$ cat src/rtl/core/qrsa_pkg.sv
package qrsa_pkg;

  // Fixed field widths
  localparam int COORD_BITS = 12;
  localparam int RGB_BITS   = 24;
  localparam int ROUND_BITS = 4;
  localparam int CFG_IDX_BITS  = 3;
  localparam int CFG_DATA_BITS = 12;

  // Register indexes on the configuration port
  localparam logic [CFG_IDX_BITS-1:0] REG_FRAME_WIDTH  = 3'd0;
  localparam logic [CFG_IDX_BITS-1:0] REG_FRAME_HEIGHT = 3'd1;
  localparam logic [CFG_IDX_BITS-1:0] REG_ROUND_COUNT  = 3'd2;
  localparam logic [CFG_IDX_BITS-1:0] REG_INVERSE_MODE = 3'd3;

  // Register reset values
  localparam logic [COORD_BITS-1:0] RST_FRAME_WIDTH  = 12'd1920;
  localparam logic [COORD_BITS-1:0] RST_FRAME_HEIGHT = 12'd1080;
  localparam logic [ROUND_BITS-1:0] RST_ROUND_COUNT  = 4'd3;
  localparam logic                  RST_INVERSE_MODE = 1'b0;

  // Quadrant codes in clockwise order; each code selects one move
  typedef enum logic [1:0] {
    QUAD_TL = 2'd0,  // move x by +half
    QUAD_TR = 2'd1,  // move y by +half
    QUAD_BR = 2'd2,  // move x by -half
    QUAD_BL = 2'd3   // move y by -half
  } quad_t;

  typedef struct packed {
    logic [COORD_BITS-1:0] src_x;
    logic [COORD_BITS-1:0] src_y;
    logic [RGB_BITS-1:0]   pixel_rgb;
  } in_item_t;

  typedef struct packed {
    logic [COORD_BITS-1:0] dest_x;
    logic [COORD_BITS-1:0] dest_y;
    logic [RGB_BITS-1:0]   pixel_out;
  } out_item_t;

  // State of one item between rounds
  typedef struct packed {
    logic                  valid;
    logic [COORD_BITS-1:0] sx;
    logic [COORD_BITS-1:0] sy;
    logic [COORD_BITS-1:0] lx;
    logic [COORD_BITS-1:0] ly;
    logic [COORD_BITS-1:0] ox;
    logic [COORD_BITS-1:0] oy;
    logic [COORD_BITS-1:0] hw;
    logic [COORD_BITS-1:0] hh;
    logic [RGB_BITS-1:0]   rgb;
  } stage_t;

  // Quadrant of a pixel from its half flags
  function automatic quad_t quad_of(input logic right, input logic bottom);
    quad_t q;
    case ({right, bottom})
      2'b00:   q = QUAD_TL;
      2'b10:   q = QUAD_TR;
      2'b11:   q = QUAD_BR;
      default: q = QUAD_BL;
    endcase
    return q;
  endfunction

endpackage

$ cat src/rtl/core/quadrant_rotation_scramble_address.sv
// An accepted item strobes out_valid after the entry and MAX_ROUNDS stage registers.
// Throughput: one item per cycle, sustained; busy stays low since results cannot stall.
// Each recursion level is one pipeline stage (one halving, add/compare and move),
// so the depth is set by MAX_ROUNDS; unused levels pass items through unchanged.
// Reset (rst_n low, synchronous) empties the pipeline and loads register defaults:
// width 1920, height 1080, three rounds, clockwise mode.
module quadrant_rotation_scramble_address #(
  parameter int MAX_ROUNDS = 8
) (
  input  logic                                  clk,
  input  logic                                  rst_n,
  // input items
  input  logic                                  start,
  output logic                                  busy,
  input  qrsa_pkg::in_item_t                    in_data,
  // result items
  output logic                                  out_valid,
  output qrsa_pkg::out_item_t                   out_data,
  // configuration writes
  input  logic                                  cfg_valid,
  output logic                                  cfg_ready,
  input  logic [qrsa_pkg::CFG_IDX_BITS-1:0]     cfg_index,
  input  logic [qrsa_pkg::CFG_DATA_BITS-1:0]    cfg_data
);

  localparam int CB = qrsa_pkg::COORD_BITS;
  localparam int RB = qrsa_pkg::ROUND_BITS;

  // configuration registers
  logic [CB-1:0] frame_width_r;
  logic [CB-1:0] frame_height_r;
  logic [RB-1:0] round_count_r;
  logic          inverse_mode_r;
  logic [RB-1:0] levels;

  logic in_accept;

  qrsa_pkg::stage_t stage_r   [0:MAX_ROUNDS];
  qrsa_pkg::stage_t stage_nxt [0:MAX_ROUNDS];

  assign busy      = 1'b0;
  assign cfg_ready = 1'b1;
  assign in_accept = start && !busy;

  // round count saturates at the pipeline depth
  assign levels = (round_count_r > RB'(MAX_ROUNDS)) ? RB'(MAX_ROUNDS) : round_count_r;

  // register writes
  always_ff @(posedge clk) begin
    if (!rst_n) begin
      frame_width_r  <= qrsa_pkg::RST_FRAME_WIDTH;
      frame_height_r <= qrsa_pkg::RST_FRAME_HEIGHT;
      round_count_r  <= qrsa_pkg::RST_ROUND_COUNT;
      inverse_mode_r <= qrsa_pkg::RST_INVERSE_MODE;
    end else if (cfg_valid && cfg_ready) begin
      case (cfg_index)
        qrsa_pkg::REG_FRAME_WIDTH:  frame_width_r  <= cfg_data[CB-1:0];
        qrsa_pkg::REG_FRAME_HEIGHT: frame_height_r <= cfg_data[CB-1:0];
        qrsa_pkg::REG_ROUND_COUNT:  round_count_r  <= cfg_data[RB-1:0];
        qrsa_pkg::REG_INVERSE_MODE: inverse_mode_r <= cfg_data[0];
        default: ;
      endcase
    end
  end

  // entry stage and one stage per recursion level
  always_comb begin
    logic [CB-1:0]   hw_n;
    logic [CB-1:0]   hh_n;
    logic            right;
    logic            bottom;
    qrsa_pkg::quad_t q;

    stage_nxt[0].valid = in_accept;
    stage_nxt[0].sx    = in_data.src_x;
    stage_nxt[0].sy    = in_data.src_y;
    stage_nxt[0].lx    = in_data.src_x;
    stage_nxt[0].ly    = in_data.src_y;
    stage_nxt[0].ox    = '0;
    stage_nxt[0].oy    = '0;
    stage_nxt[0].hw    = frame_width_r;
    stage_nxt[0].hh    = frame_height_r;
    stage_nxt[0].rgb   = in_data.pixel_rgb;

    for (int i = 1; i <= MAX_ROUNDS; i++) begin
      stage_nxt[i] = stage_r[i-1];
      hw_n   = stage_r[i-1].hw >> 1;
      hh_n   = stage_r[i-1].hh >> 1;
      // origin plus half never exceeds the frame size, so no carry out
      right  = stage_r[i-1].sx >= (stage_r[i-1].ox + hw_n);
      bottom = stage_r[i-1].sy >= (stage_r[i-1].oy + hh_n);
      q      = qrsa_pkg::quad_of(right, bottom);
      if (inverse_mode_r) begin
        q = qrsa_pkg::quad_t'(q + 2'd1);
      end
      if (RB'(i - 1) < levels) begin
        stage_nxt[i].hw = hw_n;
        stage_nxt[i].hh = hh_n;
        case (q)
          qrsa_pkg::QUAD_TL: stage_nxt[i].lx = stage_r[i-1].lx + hw_n;
          qrsa_pkg::QUAD_TR: stage_nxt[i].ly = stage_r[i-1].ly + hh_n;
          qrsa_pkg::QUAD_BR: stage_nxt[i].lx = stage_r[i-1].lx - hw_n;
          qrsa_pkg::QUAD_BL: stage_nxt[i].ly = stage_r[i-1].ly - hh_n;
          default: ;
        endcase
        if (right) begin
          stage_nxt[i].ox = stage_r[i-1].ox + hw_n;
        end
        if (bottom) begin
          stage_nxt[i].oy = stage_r[i-1].oy + hh_n;
        end
      end
    end
  end

  // pipeline registers; reset empties every stage
  always_ff @(posedge clk) begin
    for (int i = 0; i <= MAX_ROUNDS; i++) begin
      if (!rst_n) begin
        stage_r[i] <= '0;
      end else begin
        stage_r[i] <= stage_nxt[i];
      end
    end
  end

  // last stage is the output register
  assign out_valid          = stage_r[MAX_ROUNDS].valid;
  assign out_data.dest_x    = stage_r[MAX_ROUNDS].lx;
  assign out_data.dest_y    = stage_r[MAX_ROUNDS].ly;
  assign out_data.pixel_out = stage_r[MAX_ROUNDS].rgb;

  // every accepted item comes out on out_valid after passing every stage register
  a_latency: assert property (@(posedge clk) disable iff (!rst_n)
    in_accept |-> ##(MAX_ROUNDS+1) out_valid)
    else $error("accepted item did not reach the output");

  // no result without an item accepted at the right time
  a_no_spurious: assert property (@(posedge clk) disable iff (!rst_n)
    out_valid |-> $past(in_accept, MAX_ROUNDS+1))
    else $error("result strobe without matching item");

  // pixel value travels with its coordinates
  a_pixel_pass: assert property (@(posedge clk) disable iff (!rst_n)
    out_valid |-> out_data.pixel_out == $past(in_data.pixel_rgb, MAX_ROUNDS+1))
    else $error("pixel value changed in flight");

  // zero rounds map every pixel onto itself
  a_identity: assert property (@(posedge clk) disable iff (!rst_n)
    (out_valid && round_count_r == '0) |->
      (out_data.dest_x == $past(in_data.src_x, MAX_ROUNDS+1) &&
       out_data.dest_y == $past(in_data.src_y, MAX_ROUNDS+1)))
    else $error("zero rounds did not give identity");

endmodule
$ cat config.mk
export PLATFORM = sky130hd
export DESIGN_NAME = quadrant_rotation_scramble_address
export DESIGN_NICKNAME = d
export VERILOG_FILES = /design/src/rtl/core/qrsa_pkg.sv /design/src/rtl/core/quadrant_rotation_scramble_address.sv
export SDC_FILE = /design/constraint.sdc
export NUM_CORES = 2
export LEC_CHECK = 0
export BUFFER_PORTS_ARGS = -buffer_cell sky130_fd_sc_hd__buf_2
export CORE_ASPECT_RATIO = 0.8
export CORE_MARGIN = 5
export CORE_UTILIZATION = 60
export CTS_BUF_LIST = sky130_fd_sc_hd__clkbuf_8
export DETAILED_ROUTE_END_ITERATION = 8
export PLACE_DENSITY = 0.77
export SLEW_MARGIN = 0
export SYNTH_ARGS = -nofsm -noshare
export SYNTH_HDL_FRONTEND = slang
export SYNTH_SLANG_ARGS = --single-unit
$ cat constraint.sdc
create_clock -name clk -period 6.9 [get_ports clk]
set_input_delay 0.345 -clock clk [delete_from_list [all_inputs] [get_ports clk]]
set_output_delay 0.345 -clock clk [all_outputs]
set_load 0.05 [all_outputs]
==> impl_metrics.py <==
metrics = {
    "outcome": {
        "outcome": "completed",
    },
    "routing": {
        "drt.antenna.violating_nets": 0,
        "vias_per_cell": 5.51,
        "drtIter0Drc": 2692,
        "route.detailed.drc": 0,
        "num_vias": 40000,
        "routed_wl_mm": 120,
        "detail_route.first_pass.iterations": 8,
        "wl_per_cell_um": 16.5,
    },
    "floorplanning": {
        "die_w_um": 338,
        "core_area_mm2": 0.0855,
        "die_y_um": 272,
        "row_count": 96,
        "start_util": 0.603,
        "io_pins": 118,
        "die-area_mm2": 0.0920,
    },
    "global_route": {
        "met2_usage": 0.418,
        "grt_pass1_vias": 38900,
        "grt_pass1_wl_mm": 196,
        "grt_busiest_layer": "met2",
        "antenna_found_initial": 2,
        "met1_usage": 0.350,
        "overflow": 0,
        "grt_util_met3": 0.0426,
        "grt_max_degree": 273,
        "track_usage": 0.258,
    },
    "timing": {
        "fin_crit_sh": 0.956,
        "hold_slack_ns": 0.116,
        "setup_viol": 0,
        "skew_ns": 0.0433,
        "worst_slack_ns": 0.300,
        "rsz0062_at_grt": "yes",
        "finalCriticalPeriod_ns": 6.60,
        "fmax_mhz": 152,
        "hold_viol_final": 0,
        "fin_setup_tns_ns": 0,
        "slew-limit-headroom": 0.172,
        "timing_worst_slew_pin_value_ns": 1.21,
        "drv_slew": 0,
    },
    "cts": {
        "clk_pin_slew_worst_paths_ns": 0.06,
        "clockBufferDepth": 3,
        "insertion_delay_ns": 0.84,
        "numCtsBuffers": 150,
        "cts_max_level": 4,
        "cts.sinks": 978,
        "cts-root-buf": "clkbuf_8",
        "tritoncts": "built",
    },
    "synthesis": {
        "ys_warn_count": 0,
        "syn-num-nets": 6459,
        "async_reset_ff_frac": 0,
        "seq_area_frac_synth": 0.380,
        "synth_ff_type": "dfxtp_1",
        "synth_edf_count": 0,
        "ys_ff_latch": 978,
        "syn-mean-instance-area_um2": 8.85,
        "syn-cell-area_mm2": 0.0516,
        "syn_inst": 5828,
        "synth_cell_types": 91,
    },
    "finish": {
        "layout_common_cells": "978 x dfxtp_1, 598 x nand2_1, 538 x a21oi_1, 534 x ha_1, 459 x and2_1",
        "final_util": 0.672,
        "fin_cells": 7266,
        "nets": 6645,
        "area_growth_pct": 11.4,
        "drive_above_1_share": 0.0812,
        "final_common_cell": "dfxtp_1",
    },
    "critical_path": {
        "startpoint_type": "register",
        "setup.worst_path.start": "stage_r[4][37]$_SDFF_PN0_",
        "required_ns": 7.61,
        "end_kind": "register",
        "critPathKind": "reg2reg",
        "slowest_stage": "a2111o_1",
        "r2r_start": "stage_r[4][37]$_SDFF_PN0_",
        "path_delay_family": "compound AO/OA/AOI/OAI gates",
        "max_stage_delay_ns": 0.45,
        "worst-path-max-fanout": 6,
        "rrSetupSlack_ns": 0.30,
        "path_common_cell": "a21oi_1",
        "arrival_ns": 7.30,
        "cp_num_buf_inv": 0,
    },
    "worst_hold_path": {
        "hold_start": "cfg_valid",
        "hold_path_class": "in2reg",
    },
    "place": {
        "dpl.hpwl_mm": 88.2,
        "dp.cells": 6911,
        "gp_congestion": 0.934,
        "pre_cts_ws_ns": 0.0664,
        "io_buffers": 115,
    },
    "power": {
        "power.leakage_nw": 24.5,
        "p_sw_frac": 0.306,
        "p_per_area_mw_per_mm2": 269,
        "p_sw_mw": 4.73,
        "pwr-share-seq": 0.399,
        "peakVddDrop_v": 0.000199,
        "pwr-share-clk": 0.347,
        "p_int_mw": 10.7,
        "combPwrFrac": 0.254,
    },
    "flow_run": {
        "maxCapViolCount": 0,
    },
}
worst min-delay path, stage by stage:
cell	delay (ns)
buf_2	0.12
nand3b_1	0.13
nor2_1	0.09
a21oi_1	0.15
nor2_1	0.05
what timing repair did:
action,in CTS,in global routing
hold endpoints to repair,121,0
buffers inserted,0,4
hold buffers,74,0
resized for setup,0,20
endpoints found under the setup margin,0,16
sequential cells by signal, summed over array words and instances (netlist names):
name,count
frame_width_r,11
inverse_mode_r,1
round_count_r,4
frame_height_r,11
stage_r,951
power by group through the flow:
stage	clock, mW	combinational [mW]	sequential (mW)
3_5_place_dp	0	3.80	6.28
6_report	5.35	3.92	6.16
3_3_place_gp	0	3.71	6.28
5_1_grt	5.76	4.36	6.18
2_1_floorplan	0	3.11	6.20
4_1_cts	5.47	3.86	6.15
routing by layer:
metal | up-vias | routed length (um)
met3 | 267 | 6740
met2 | 1196 | 53800
met5 | - | 0
li1 | 20400 | -
met4 | 0 | 3540
met1 | 18200 | 56100
path summary, 6_finish.rpt:
check | to | depth (start not counted)
min reg2reg | stage_r[4][5]$_SDFF_PN0_ | 1
min | inverse_mode_r$_SDFFE_PN0P_ | 5
max | stage_r[5][83]$_SDFF_PN0_ | 25
max reg2reg | stage_r[5][83]$_SDFF_PN0_ | 25
cell type report:
| cell class | instances | area (um^2) |
|---|---|---|
| fill | 6820 | 28100 |
| sequential | 978 | 19600 |
| inverter | 241 | 912 |
| clock buffer | 191 | 2630 |
| timing repair buffer | 235 | 1700 |
| clock inverter | 83 | 830 |
| multi-input combinational | 4408 | 30400 |
| antenna | 3 | 7.51 |
| tap | 1127 | 1410 |
synthesized netlist by cell type, types with 17 or more instances:
cell	n	area share
and3_1	22	0.0027
nor4_1	19	0.0023
o211ai_1	21	0.0031
ha_1	534	0.13
nand3b_1	23	0.0033
nand3_1	80	0.0078
nor3_1	160	0.016
nand4_1	26	0.0032
nand2b_1	67	0.0081
o21ai_1	21	0.0020
inv_1	239	0.017
nor2b_1	53	0.0064
fa_1	30	0.012
and2_1	460	0.056
a211oi_1	51	0.0074
o21ai_0	141	0.014
xor2_1	102	0.017
or3_1	38	0.0046
o21a_1	50	0.0073
a21o_1	114	0.017
mux2i_1	166	0.032
a21oi_1	541	0.052
o31ai_1	26	0.0038
or2_2	22	0.0027
o21bai_1	34	0.0049
clkbuf_1	166	0.012
nor2_1	448	0.033
a211o_1	20	0.0034
a31oi_1	23	0.0028
dfxtp_1	978	0.38
buf_2	17	0.0016
nand2_1	598	0.044
xnor2_1	314	0.053
logic make-up after synthesis:
logic type      share of synthesized area
simple gates                        0.200
flops                               0.380
compound gates                      0.139
mux                                0.0353
fa+ha+maj                           0.141
xor+xnor                           0.0714
other cells                      0.000146
buf+inv                            0.0334
metrics by stage:
| step | power [mW] | cell area [um^2] |
|---|---|---|
| floorplan | 9.30 | 51600 |
| global placement | 9.99 | 53100 |
| detailed placement | 10.1 | 53100 |
| CTS | 15.5 | 57300 |
| global route | 16.3 | 57400 |
| finish | 15.4 | 57400 |
Power figures use the tool's default switching activity.
